<file path="config.mk">
export PLATFORM = sky130hd
export DESIGN_NAME = button_debounce_press_classifier_flat
export DESIGN_NICKNAME = d
export VERILOG_FILES = /design/src/hw/rtl/bdpc_pkg.sv /design/src/hw/rtl/bdpc_if.sv /design/src/hw/rtl/bdpc_classifier.sv /design/src/hw/rtl/button_debounce_press_classifier.sv /design/src/flat_wrapper.sv
export SDC_FILE = /design/constraint.sdc
export NUM_CORES = 1
export LEC_CHECK = 0
export BUFFER_PORTS_ARGS = -buffer_cell sky130_fd_sc_hd__buf_2
export CAP_MARGIN = 20
export CORE_AREA = 3 3 74 145
export CTS_CLUSTER_SIZE = 10
export DETAILED_ROUTE_END_ITERATION = 12
export DIE_AREA = 0 0 77 148
export MAX_ROUTING_LAYER = met4
export PLACE_DENSITY = 0.81
export REMOVE_ABC_BUFFERS = 1
export SETUP_SLACK_MARGIN = 0.3
export SLEW_MARGIN = 30
export SYNTH_ARGS = -nofsm -noshare
export SYNTH_HDL_FRONTEND = slang
export SYNTH_SLANG_ARGS = --single-unit
</file>
<file path="constraint.sdc">
create_clock -name clock -period 4.7 [get_ports clock]
set_input_delay 0.94 -clock clock [delete_from_list [all_inputs] [get_ports clock]]
set_output_delay 0.94 -clock clock [all_outputs]
set_load 0.02 [all_outputs]
</file>
<file path="src/hw/rtl/bdpc_pkg.sv">
package bdpc_pkg;

   localparam int TIMER_BITS    = 16;
   localparam int CSR_DATA_BITS = 16;
   localparam int CSR_IDX_BITS  = 2;

   typedef logic [TIMER_BITS-1:0]    timer_type;
   typedef logic [CSR_DATA_BITS-1:0] csr_data_type;

   typedef enum logic [CSR_IDX_BITS-1:0] {
      CSR_DEBOUNCE_DELAY   = 2'd0,
      CSR_DOUBLE_PRESS_GAP = 2'd1,
      CSR_LONG_PRESS_SPAN  = 2'd2
   } csr_idx_type;

   typedef enum logic [1:0] {
      EV_NONE   = 2'd0,
      EV_SINGLE = 2'd1,
      EV_DOUBLE = 2'd2,
      EV_LONG   = 2'd3
   } event_type;

   // One accepted tick as seen by the gesture classifier.
   typedef struct packed {
      logic tick;
      logic raw;
      logic qualified;
   } tick_type;

   localparam timer_type TIMER_MAX = {TIMER_BITS{1'b1}};

   function automatic timer_type sat_inc(input timer_type value);
      sat_inc = (value == TIMER_MAX) ? TIMER_MAX : value + timer_type'(1);
   endfunction

   localparam csr_data_type DEBOUNCE_DELAY_RESET   = csr_data_type'(50);
   localparam csr_data_type DOUBLE_PRESS_GAP_RESET = csr_data_type'(300);
   localparam csr_data_type LONG_PRESS_SPAN_RESET  = csr_data_type'(1000);

endpackage

</file>
<file path="src/hw/rtl/bdpc_if.sv">
interface bdpc_req_if;
   logic valid;
   logic ready;
   logic raw_level;

   modport source (output valid, output raw_level, input ready);
   modport sink (input valid, input raw_level, output ready);
endinterface

interface bdpc_rsp_if;
   logic       valid;
   logic       ready;
   logic [1:0] press_event;
   logic       stable_level;

   modport source (output valid, output press_event, output stable_level, input ready);
   modport sink (input valid, input press_event, input stable_level, output ready);
endinterface

</file>
<file path="src/hw/rtl/bdpc_classifier.sv">
module bdpc_classifier
   import bdpc_pkg::*;
(
   input  logic         clock,
   input  logic         reset,
   input  tick_type     tick_info,
   input  csr_data_type double_press_gap,
   input  csr_data_type long_press_span,
   output event_type    press_event,
   output logic         stable_level
);

   logic      debounced_ff, debounced_in;
   logic      pending_ff, pending_in;
   logic      armed_ff, armed_in;
   timer_type held_ff, held_in;
   timer_type since_ff, since_in;
   event_type ev;
   timer_type held_inc;
   timer_type since_inc;
   logic      pending_kept;

   always_comb begin
      held_inc     = sat_inc(held_ff);
      since_inc    = sat_inc(since_ff);
      debounced_in = debounced_ff;
      pending_in   = pending_ff;
      armed_in     = armed_ff;
      held_in      = held_inc;
      since_in     = since_inc;
      ev           = EV_NONE;
      pending_kept = pending_ff && !(since_inc > timer_type'(double_press_gap));
      if (tick_info.qualified) begin
         pending_in = pending_kept;
         if (tick_info.raw != debounced_ff) begin
            debounced_in = tick_info.raw;
            if (tick_info.raw) begin
               if (!pending_kept) begin
                  armed_in = 1'b1;
                  held_in  = '0;
               end else begin
                  ev         = EV_DOUBLE;
                  pending_in = 1'b0;
               end
            end else if (!pending_kept && armed_ff &&
                         held_inc < timer_type'(long_press_span)) begin
               ev         = EV_SINGLE;
               pending_in = 1'b1;
               armed_in   = 1'b0;
               since_in   = '0;
            end
         end else if (tick_info.raw && armed_ff &&
                      held_inc >= timer_type'(long_press_span)) begin
            ev       = EV_LONG;
            armed_in = 1'b0;
         end
      end
   end

   always_ff @(posedge clock) begin
      if (reset) begin
         debounced_ff <= 1'b0;
         pending_ff   <= 1'b0;
         armed_ff     <= 1'b0;
         held_ff      <= '0;
         since_ff     <= '0;
      end else if (tick_info.tick) begin
         debounced_ff <= debounced_in;
         pending_ff   <= pending_in;
         armed_ff     <= armed_in;
         held_ff      <= held_in;
         since_ff     <= since_in;
      end
   end

   assign press_event  = ev;
   assign stable_level = debounced_in;

   a_long_while_held : assert property (@(posedge clock) disable iff (reset)
      (tick_info.tick && ev == EV_LONG) |=> (debounced_ff && !armed_ff))
      else $error("Long press fired while the debounced level is not held.");

   a_single_opens_window : assert property (@(posedge clock) disable iff (reset)
      (tick_info.tick && ev == EV_SINGLE) |=> (!debounced_ff && pending_ff && since_ff == '0))
      else $error("Single press did not open the double-press window.");

   a_double_closes_window : assert property (@(posedge clock) disable iff (reset)
      (tick_info.tick && ev == EV_DOUBLE) |=> (debounced_ff && !pending_ff))
      else $error("Double press left the window open or the level released.");

endmodule

</file>
<file path="src/hw/rtl/button_debounce_press_classifier.sv">
// Latency: a result is valid in the cycle after its input tick transfer.
// Throughput: one tick per cycle; the result register is refilled in the same
// cycle it is drained, so input ready only drops while a result waits unread.
// Reset is synchronous: it restores the register defaults (50, 300, 1000),
// clears all debounce and gesture state, and empties the result register.
module button_debounce_press_classifier
   import bdpc_pkg::*;
(
   input  logic                    clock,
   input  logic                    reset,
   bdpc_req_if.sink                req,
   bdpc_rsp_if.source              rsp,
   input  logic                    csr_wr_en,
   input  logic [CSR_IDX_BITS-1:0] csr_index,
   input  csr_data_type            csr_wdata
);

   csr_data_type debounce_delay_ff;
   csr_data_type double_press_gap_ff;
   csr_data_type long_press_span_ff;

   logic      previous_raw_ff;
   timer_type stable_ticks_ff, stable_ticks_in;
   logic      rsp_valid_ff, rsp_valid_in;
   event_type rsp_event_ff;
   logic      rsp_level_ff;
   tick_type  tick_info;
   event_type press_event;
   logic      stable_level;
   logic      accept;

   always_ff @(posedge clock) begin
      if (reset) begin
         debounce_delay_ff   <= DEBOUNCE_DELAY_RESET;
         double_press_gap_ff <= DOUBLE_PRESS_GAP_RESET;
         long_press_span_ff  <= LONG_PRESS_SPAN_RESET;
      end else if (csr_wr_en) begin
         case (csr_index)
            CSR_DEBOUNCE_DELAY:   debounce_delay_ff   <= csr_wdata;
            CSR_DOUBLE_PRESS_GAP: double_press_gap_ff <= csr_wdata;
            CSR_LONG_PRESS_SPAN:  long_press_span_ff  <= csr_wdata;
            default: ;
         endcase
      end
   end

   assign req.ready = !rsp_valid_ff || rsp.ready;
   assign accept    = req.valid && req.ready;

   always_comb begin
      if (req.raw_level != previous_raw_ff) begin
         stable_ticks_in = '0;
      end else begin
         stable_ticks_in = sat_inc(stable_ticks_ff);
      end
      tick_info.tick      = accept;
      tick_info.raw       = req.raw_level;
      tick_info.qualified = stable_ticks_in > timer_type'(debounce_delay_ff);
      rsp_valid_in        = accept || (rsp_valid_ff && !rsp.ready);
   end

   bdpc_classifier u_classifier (
      .clock            (clock),
      .reset            (reset),
      .tick_info        (tick_info),
      .double_press_gap (double_press_gap_ff),
      .long_press_span  (long_press_span_ff),
      .press_event      (press_event),
      .stable_level     (stable_level)
   );

   always_ff @(posedge clock) begin
      if (reset) begin
         previous_raw_ff <= 1'b0;
         stable_ticks_ff <= '0;
         rsp_valid_ff    <= 1'b0;
      end else begin
         rsp_valid_ff <= rsp_valid_in;
         if (accept) begin
            previous_raw_ff <= req.raw_level;
            stable_ticks_ff <= stable_ticks_in;
         end
      end
   end

   always_ff @(posedge clock) begin
      if (accept) begin
         rsp_event_ff <= press_event;
         rsp_level_ff <= stable_level;
      end
   end

   assign rsp.valid        = rsp_valid_ff;
   assign rsp.press_event  = rsp_event_ff;
   assign rsp.stable_level = rsp_level_ff;

   a_result_follows_transfer : assert property (@(posedge clock) disable iff (reset)
      accept |=> rsp_valid_ff)
      else $error("An input transfer produced no result.");

   a_ready_when_empty : assert property (@(posedge clock) disable iff (reset)
      !rsp_valid_ff |-> req.ready)
      else $error("Input stalled while the result register is empty.");

   a_event_needs_qualified : assert property (@(posedge clock) disable iff (reset)
      (accept && !tick_info.qualified) |=> (rsp_event_ff == EV_NONE))
      else $error("An event fired on a tick that was not debounced.");

endmodule

</file>
<file path="src/flat_wrapper.sv">
// flat-port wrapper written by rule: the top's interface ports become plain ports
module button_debounce_press_classifier_flat import bdpc_pkg::*;
  (clock, reset, csr_wr_en, csr_index, csr_wdata, req_valid, req_raw_level, req_ready, rsp_valid, rsp_press_event, rsp_stable_level, rsp_ready);
  bdpc_req_if req_i ();
  bdpc_rsp_if rsp_i ();
  input  logic clock;
  input  logic reset;
  input  logic csr_wr_en;
  input  logic [CSR_IDX_BITS-1:0] csr_index;
  input  csr_data_type csr_wdata;
  input wire logic [$bits(req_i.valid)-1:0] req_valid;
  input wire logic [$bits(req_i.raw_level)-1:0] req_raw_level;
  output wire logic [$bits(req_i.ready)-1:0] req_ready;
  output wire logic [$bits(rsp_i.valid)-1:0] rsp_valid;
  output wire logic [$bits(rsp_i.press_event)-1:0] rsp_press_event;
  output wire logic [$bits(rsp_i.stable_level)-1:0] rsp_stable_level;
  input wire logic [$bits(rsp_i.ready)-1:0] rsp_ready;
  assign req_i.valid = req_valid;
  assign req_i.raw_level = req_raw_level;
  assign req_ready = req_i.ready;
  assign rsp_valid = rsp_i.valid;
  assign rsp_press_event = rsp_i.press_event;
  assign rsp_stable_level = rsp_i.stable_level;
  assign rsp_i.ready = rsp_ready;
  button_debounce_press_classifier u_core (.clock(clock), .reset(reset), .req(req_i), .rsp(rsp_i), .csr_wr_en(csr_wr_en), .csr_index(csr_index), .csr_wdata(csr_wdata));
endmodule
</file>
# ---- Yosys cells after proc, flatten, opt, wreduce, memory -nomap -nowiden
# Index checks and enable logic that the tools add are counted.
# W data, S select, Z words.
dict set report word_totals {
  ff_bits 104
  inputBits 24
  output_inout_bits 5
  elab_cells 76
}
dict set report classes {
  n_addsub 3
  magnitude_cmp 4
  eq_ne 9
  mux 27
  reduce_logical 20
}
# cell count
set op_table {}
lappend op_table {{$mux W16} 12}
lappend op_table {{$add A16 B1 Y16 const B} 3}
lappend op_table {{$eq A16 B16 Y1 const B} 3}
lappend op_table {{$gt A16 B16 Y1} 2}
lappend op_table {{$ge A16 B16 Y1} 1}
lappend op_table {{$lt A16 B16 Y1} 1}
lappend op_table {{$mux W1} 11}
lappend op_table {{$mux W2} 4}
lappend op_table {{$reduce_and A2 Y1} 4}
lappend op_table {{$logic_and A1 B1 Y1} 7}
lappend op_table {{$reduce_and A5 Y1} 1}
lappend op_table {{$logic_not A1 Y1} 4}
lappend op_table {{$ne A3 B2 Y1 const B} 1}
lappend op_table {{$ne A3 B3 Y1 const B} 1}
lappend op_table {{$eq A2 B1 Y1 const B} 1}
lappend op_table {{$eq A2 B2 Y1 const B} 1}
lappend op_table {{$logic_not A2 Y1} 1}
lappend op_table {{$logic_or A1 B1 Y1} 2}
lappend op_table {{$ne A1 B1 Y1} 2}
lappend op_table {{$reduce_bool A2 Y1} 1}

# ---- Depth between registers and ports, before layout
# Gate-level depths: netlist of the first run.
dict set report depth {
  depth_word 12
  ltp_mapped 17
  depth_no_buf 14
}

# ---- Cells and area by module
# From an unflattened synthesis of the first run, not the netlist that was laid out.
dict set report unflattened {
  hier_cells 785
  area_unflattened_um2 6200.9
}
# mod n_inst cells_per_inst area_per_inst_um2 seq_area_each_um2
set modules_own_cells {}
lappend modules_own_cells {button_debounce_press_classifier 1 421 3352.0 1411.4}
lappend modules_own_cells {bdpc_classifier 1 364 2849.0 700.7}

# ---- Least setup slack after synthesis of the first run
# OpenSTA, ideal clock, no wires.
dict set report synth_timing {
  path_kind {input to register}
  from {input port req_raw_level}
  to {register u_core.u_classifier.since_ff[6]}
  setup_time_ps 58
  t_arrival_ps 3691
  required_time_ps 4642
  path_slack_ps 951
  path_stages 13
  n_path_buf 3
  path_cell_list {buf_4 > xor2_1 > clkbuf_1 > a21oi_1 > ha_1 > nor2b_1 > o211ai_1 > a2111oi_0 > or4b_1 > and2_4 > a21boi_4 > buf_6 > a22o_2}
}
dict set report synth_between {
  elab_chain_cells 4
  elab_cells_between_ends 7
  cone_classes {1 x order compare; 2 x eq/ne; 4 x mux}
}
# element line
set synth_lines {}
lappend synth_lines {{start: declaration} flat_wrapper.sv:12} ;# input wire logic [$bits(req_i.raw_level)-1:0] req_raw_level;
lappend synth_lines {{$ne A1 B1 Y1} button_debounce_press_classifier.sv:51} ;# if (req.raw_level != previous_raw_ff) begin
lappend synth_lines {{$mux W16} button_debounce_press_classifier.sv:51}
lappend synth_lines {{via u_core.stable_ticks_in[1]} button_debounce_press_classifier.sv:23} ;# timer_type stable_ticks_ff, stable_ticks_in;
lappend synth_lines {{$gt A16 B16 Y1} button_debounce_press_classifier.sv:58} ;# tick_info.qualified = stable_ticks_in > timer_type'(debounce_delay_ff);
lappend synth_lines {{$mux W16} bdpc_classifier.sv:33} ;# if (tick_info.qualified) begin
lappend synth_lines {{end signal: assignment} bdpc_classifier.sv:72} ;# since_ff <= since_in;
lappend synth_lines {{end: declaration} bdpc_classifier.sv:17} ;# timer_type since_ff, since_in;
# The timed path passes the listed nets, and every way through them passes these cells.
# A chain may end at the register's enable or synchronous reset.

# ---- Worst setup path in the final report of the first run
dict set report layout_timing {
  from {register u_core.u_classifier.since_ff[0]}
  to {register u_core.u_classifier.since_ff[9]}
}
dict set report layout_between {
  elab_chain_cells 12
  elab_cells_between_ends 13
  cone_classes {1 x add/sub; 1 x order compare; 1 x eq/ne; 5 x mux; 5 x reduce/logical}
}
# element line
set layout_lines {}
lappend layout_lines {{$add A16 B1 Y16 / $eq A16 B16 Y1 (equally long branches)} bdpc_pkg.sv:33} ;# sat_inc = (value == TIMER_MAX) ? TIMER_MAX : value + timer_type'(1);
lappend layout_lines {{$mux W16 (*)} bdpc_pkg.sv:33}
lappend layout_lines {{$gt A16 B16 Y1} bdpc_classifier.sv:32} ;# pending_kept = pending_ff && !(since_inc > timer_type'(double_press_gap));
lappend layout_lines {{$logic_not A1 Y1} bdpc_classifier.sv:32}
lappend layout_lines {{$logic_and A1 B1 Y1} bdpc_classifier.sv:32}
lappend layout_lines {{$logic_not A1 Y1} bdpc_classifier.sv:45} ;# end else if (!pending_kept && armed_ff &&
lappend layout_lines {{$logic_and A1 B1 Y1 (2 in a row)} bdpc_classifier.sv:45}
lappend layout_lines {{$mux W16} bdpc_classifier.sv:45}
lappend layout_lines {{$mux W16} bdpc_classifier.sv:37} ;# if (tick_info.raw) begin
lappend layout_lines {{$mux W16} bdpc_classifier.sv:35} ;# if (tick_info.raw != debounced_ff) begin
lappend layout_lines {{$mux W16 (*)} bdpc_classifier.sv:33}
# Every way passes the cells marked *; elsewhere a longest branch is shown, timed or not.

==> results of run 1 <==
## kinds of logic after synthesis
kind of cell / Yosys count / share of synthesized area (%)
and+or+nand+nor: 315 / 25.0
AOI/OAI and AO/OA: 166 / 17.5
muxes: 6 / 1.07
xor gates and xnor gates: 30 / 4.39
DFF: 104 / 35.3
buffers and inverters: 83 / 5.68
adders and majority gates: 53 / 11.1
## cell usage in the layout, fill, tap and decap left out, types with 2 or more instances in the layout
cell type / instances
nand2b_1: 7
nand4_1: 18
a21o_1: 4
nor3_1: 8
o21ai_0: 12
mux2_2: 3
mux2i_1: 3
and2_1: 4
and4_1: 4
nand3b_1: 6
a22o_1: 9
nor2b_1: 6
o211ai_1: 2
clkbuf_16: 9
nand3_1: 32
ha_1: 53
o21a_1: 2
a22o_2: 7
inv_6: 3
edfxtp_1: 3
nor2_1: 29
dfxtp_1: 101
or2_1: 3
or3_1: 3
and3_1: 11
a31oi_1: 6
buf_2: 28
inv_8: 3
nand2_1: 170
a211oi_1: 5
a211o_1: 9
buf_4: 4
xor2_1: 17
a32o_1: 3
xnor2_1: 13
a21oi_1: 97
inv_1: 52
## through the flow
stage	hold slack (ps)	power (mW)	util (%)
3_5_place_dp	448	1.10	63.4
6_report	457	1.83	66.4
2_1_floorplan	430	1.03	-
3_3_place_gp	442	1.09	63.3
5_1_grt	475	1.89	66.4
4_1_cts	459	1.84	66.4
## tightest hold or removal path, stage by stage (launching register included)
cell     delay, ps
dfxtp_1        310
nand2_1         50
a21oi_1         50
## final cells by class
type,count,area (um^2)
Clock buffer,9,225
Clock inverter,7,67.6
Fill cell,815,3280
Inverter,52,195
Multi-Input combinational cell,570,3550
Sequential cell,104,2110
Tap cell,132,165
Timing Repair Buffer,32,170
## power groups by stage
stage,logic [mW],registers (mW),clock network (mW)
floorplan,0.0925,0.938,0
global placement,0.154,0.938,0
detailed placement,0.162,0.940,0
CTS,0.163,0.919,0.754
global route,0.184,0.922,0.787
finish,0.165,0.919,0.749
## state kept, by name (all words and copies together) (netlist names)
signal                            count
u_core.u_classifier.pending_ff        1
u_core.stable_ticks_ff               16
u_core.u_classifier.since_ff         16
u_core.double_press_gap_ff           16
u_core.debounce_delay_ff             16
u_core.rsp.stable_level               1
u_core.u_classifier.debounced_ff      1
u_core.u_classifier.armed_ff          1
u_core.u_classifier.held_ff          16
u_core.rsp.press_event                2
u_core.rsp.valid                      1
u_core.previous_raw_ff                1
u_core.long_press_span_ff            16
## layer usage
layer	part of all wire, %	routed length [um]
met1	39	5650
met3	3.7	544
met5	0	0
met2	53	7670
met4	4.8	692
## worst max-delay path by stage
stage | endpoint | slack (ps) | depth (start not counted)
2_1_floorplan | u_core.u_classifier.since_ff[10] | 1040 | 10
3_3_place_gp | u_core.u_classifier.since_ff[11] | 840 | 13
3_5_place_dp | u_core.u_classifier.since_ff[6] | 690 | 13
4_1_cts | u_core.u_classifier.since_ff[9] | 630 | 13
5_1_grt | u_core.u_classifier.since_ff[7] | 360 | 13
6_report | u_core.u_classifier.since_ff[9] | 580 | 13
==> impl_metrics.ini, run 1 <==
[timing]
finalCritPeriodShare_pct = 87.6
setup_viol = 0
worstMarginPinSlew_ps = 874
max_freq_mhz = 243
finalMaxSlewViolations = 0
rsz0062_at_grt = no
skew_ps = 8.57
setup_ws_ps = 582
finalHoldViolCount = 0
slew-limit-headroom_pct = 41.5
tns_ps = 0
fin_crit_ps = 4120

[yosys]
ys_types = 61
netlist_area_um2 = 5990
synth-seq-cells = 104
seq_area_frac_synth_pct = 35.3
yosysWarnings = 0
synth_most_common_cell = nand2_1
yosysTopAreaCell = dfxtp_1
ys.flop_type = dfxtp_1
syn_inst = 757
synthTopCellsByCount = nand2_1, dfxtp_1, a21oi_1
syn_area_per_cell_um2 = 7.91
yosys.area.top_type_share_pct = 33.8
synth_edf_count = 3
synthTopCellsByArea = dfxtp_1, ha_1, nand2_1
synthArstFlopShare_pct = 0

[pwr]
intPower_mw = 1.34
peakVddDrop_uv = 252
power_frac_clock_pct = 40.9
p_leak_nw = 2.69
p_sw_share_pct = 27.0
p_per_area_nw_per_um2 = 283
seqPwrFrac_pct = 50.1
comb_power_share_pct = 9.0
p_switching_mw = 0.495

[finish]
antenna_cells = 0
fin_nets = 846
area_growth_pct = 8.30
layout.cells.non_filler = 906
fin_area_um2 = 6480
drive_gt1_share_pct = 9.17

[global_routing]
use_met2_pct = 48.2
busiest_layer = met2
grt-ovfl-total = 0
grt_pass1_wl_um = 24300
grt_usage_pct = 27.0
antenna_found_initial = 0
grt_pass1_vias = 5396
grt_max_degree = 85
use_met1_pct = 28.4
use_met3_pct = 3.48

[placed_design]
place_congestion = 0.935
post-dp-hpwl_um = 11000
dp.cells = 890
dpl-instance-area_um2 = 6190
io_buffer_count = 28
dp_slack_ps = 685

[clock_network]
holdBufCountCts = 0
cts_resized = 0
cts_tree = yes
postCtsSetupRepairBufs = 0
clockBufferDepth = 2
h-tree-depth = 3
path_clk_slew_ps = 80
cts_made_buffers = 9
cts_root_buf = clkbuf_16
clk_latency_ps = 350
clock-sinks = 104

[worst_setup_path]
path_cells = ha_1 -> nand3_1 -> or2_1 -> or3_1 -> o21ai_0 -> ha_1 -> a21oi_1 -> nor2_1 -> or4_4 -> o31ai_4 -> nor4_4 -> a21boi_4 -> a22o_2
arrival_ps = 4410
r2r_start = u_core.u_classifier.since_ff[0]
crit_family = simple AND/OR/NAND/NOR gates
worst-path-buf-inv = 0
required_ps = 4990
cpMaxStageDelayCell = or3_1
critPathLaunchType = flop
path_max_fanout = 16
startpoint = u_core.u_classifier.since_ff[0]
worst-r2r-setup-slack_ps = 580
slowest_delay_ps = 550
end_kind = flop
r2r_end = u_core.u_classifier.since_ff[9]
r2r_cells = 13
path_class = reg -> reg
cpMostUsedCell = ha_1

[die]
fp.dieW_um = 77
core_um2 = 9760
die_area_um2 = 11400
start_util_pct = 61.3
die_h_um = 148
io_pins = 29
rows = 51

[route]
first_iter_violations = 259
via_per_inst = 5.87
ant_nets = 0
post_drt_wl_per_cell_um = 16.1
firstDrtPassIters = 5
num_vias = 5317
totalWireLength_um = 14600
drc = 0

[hold_path]
hold_depth = 2
hold_start = u_core.debounce_delay_ff[12]
holdPathEnd = u_core.debounce_delay_ff[12]
hold_class = reg -> reg

[run]
max_cap_viol_count = 0

[status]
status = completed
No activity file was read; power rests on OpenSTA's default activity.
==> run 2: changes to the inputs <==
CORE_AREA = 3 3 103 105   (was 3 3 74 145)
DIE_AREA = 0 0 106 108   (was 0 0 77 148)
GPL_TIMING_DRIVEN = 0   (was not set)
==> run 2 against run 1 <==
- clock-buffer cell count stayed put
- worst setup slack better by 120 ps
- clock power is 17% lower
- register-to-register slack better by 120 ps
- first-iteration DRC count is 41% higher
- maximum frequency is 3.0% higher
- critical path depth stayed put
- largest cell class unchanged
- largest power group unchanged
==> impl_metrics.ini, run 2 (synthesis gave the netlist of run 1 again) <==
[route]
totalWireLength_um = 14400
drc = 0
first_iter_violations = 364
ant_nets = 0
post_drt_wl_per_cell_um = 15.9
num_vias = 5277
via_per_inst = 5.83
firstDrtPassIters = 5

[clock_network]
clockBufferDepth = 2
clk_latency_ps = 380
cts_root_buf = clkbuf_8
cts_resized = 0
clock-sinks = 104
path_clk_slew_ps = 100
cts_made_buffers = 9
h-tree-depth = 3
holdBufCountCts = 0
cts_tree = yes

[global_routing]
grt_max_degree = 86
grt-ovfl-total = 0
grt_pass1_wl_um = 23600
grt_usage_pct = 26.5
grt_pass1_vias = 5138
antenna_found_initial = 0

[finish]
final-seq-area_um2 = 2110
antenna_cells = 0
drive_gt1_share_pct = 9.46
utilization_pct = 66.0
area_growth_pct = 7.27
mostFrequentLayoutCell = nand2_1
fin_nets = 844
layout_common_cells = nand2_1, dfxtp_1, a21oi_1
layout.cells.non_filler = 905
fill_cells = 842
multi_input_area_um2 = 3560

[placed_design]
post-dp-hpwl_um = 10500
io_buffer_count = 28
dp_slack_ps = 418
dp.cells = 888
place_congestion = 0.892

[die]
rows = 36
core_um2 = 9730
start_util_pct = 61.5
die_h_um = 108
die_area_um2 = 11400
io_pins = 29
fp.dieW_um = 106

[timing]
worstMarginPinSlew_ps = 836
setup_viol = 0
slew-limit-headroom_pct = 44.3
fin_crit_ps = 4000
max_freq_mhz = 250
setup_ws_ps = 701
finalHoldViolCount = 0
skew_ps = 9.06
tns_ps = 0
finalMaxSlewViolations = 0
finalCritPeriodShare_pct = 85.1
rsz0062_at_grt = no

[worst_setup_path]
end_kind = flop
cpMaxStageDelayCell = or4_4
critPathLaunchType = flop
arrival_ps = 4300
path_class = reg -> reg
slowest_delay_ps = 570
path_max_fanout = 16
path_cells = ha_1 -> nand3_1 -> or2_1 -> or3_1 -> nand2_1 -> ha_1 -> nand4_2 -> nor3_1 -> or4_4 -> o31a_2 -> nand4_4 -> nand3_1 -> a21oi_1
required_ps = 5000

[run]
max_cap_viol_count = 0

[pwr]
p_leak_nw = 2.64
p_per_area_nw_per_um2 = 265
power_mw = 1.70
peakVddDrop_uv = 184

[hold_path]
hold_class = reg -> reg

[status]
status = completed
## run 2: where the power goes
group | internal (mW) | leakage (nW) | switching, mW | total (mW)
Sequential | 0.906 | 0.850 | 0.0128 | 0.919
Clock | 0.300 | 0.101 | 0.321 | 0.621
Combinational | 0.0547 | 1.69 | 0.109 | 0.164
## run 2: routing by layer
| layer | wire length, um | up-vias | GRT usage (%) | share of wire [%] |
|---|---|---|---|---|
| met2 | 7120 | 134 | 45.9 | 50 |
| met3 | 459 | 49 | 3.10 | 3.2 |
| li1 | - | 2627 | - | - |
| met4 | 654 | 0 | 14.3 | 4.6 |
| met5 | 0 | - | - | 0 |
| met1 | 6120 | 2467 | 30.0 | 43 |
## run 2: cell type report
class / instances / share of cell area, %
Multi-Input combinational cell: 570 / 55.4
Tap cell: 133 / 2.59
Sequential cell: 104 / 32.9
Inverter: 52 / 3.04
Clock inverter: 7 / 1.50
Clock buffer: 9 / 1.93
Timing Repair Buffer: 30 / 2.71
## run 2: path summary, 6_finish.rpt
| check | slack, ps | cells past startpoint | end | startpoint |
|---|---|---|---|---|
| worst max-delay path | 700 | 13 | u_core.u_classifier.held_ff[3] | u_core.u_classifier.since_ff[0] |
| worst min-delay path | 460 | 2 | u_core.debounce_delay_ff[6] | u_core.debounce_delay_ff[6] |
| worst max register to register | 700 | 13 | u_core.u_classifier.held_ff[3] | u_core.u_classifier.since_ff[0] |
| worst min register to register | 460 | 2 | u_core.debounce_delay_ff[6] | u_core.debounce_delay_ff[6] |
## run 2: worst max-delay path, delay by kind of cell, from the launching register on
family,cells,cell delay [ps]
simple gates,9,2350
compound gates,2,570
fa+ha+maj,2,530
flops,1,460
## run 2: timing repair
action,CTS,global route
setup endpoints to repair,0,11
endpoints found under the hold margin,0,0
buffers inserted,0,1
## run 2: stage by stage
step	hold slack, ps	instance area, um^2
floorplan	430	5840
finish	460	6420
CTS	463	6400
global placement	444	6150
detailed placement	446	6180
global route	478	6420
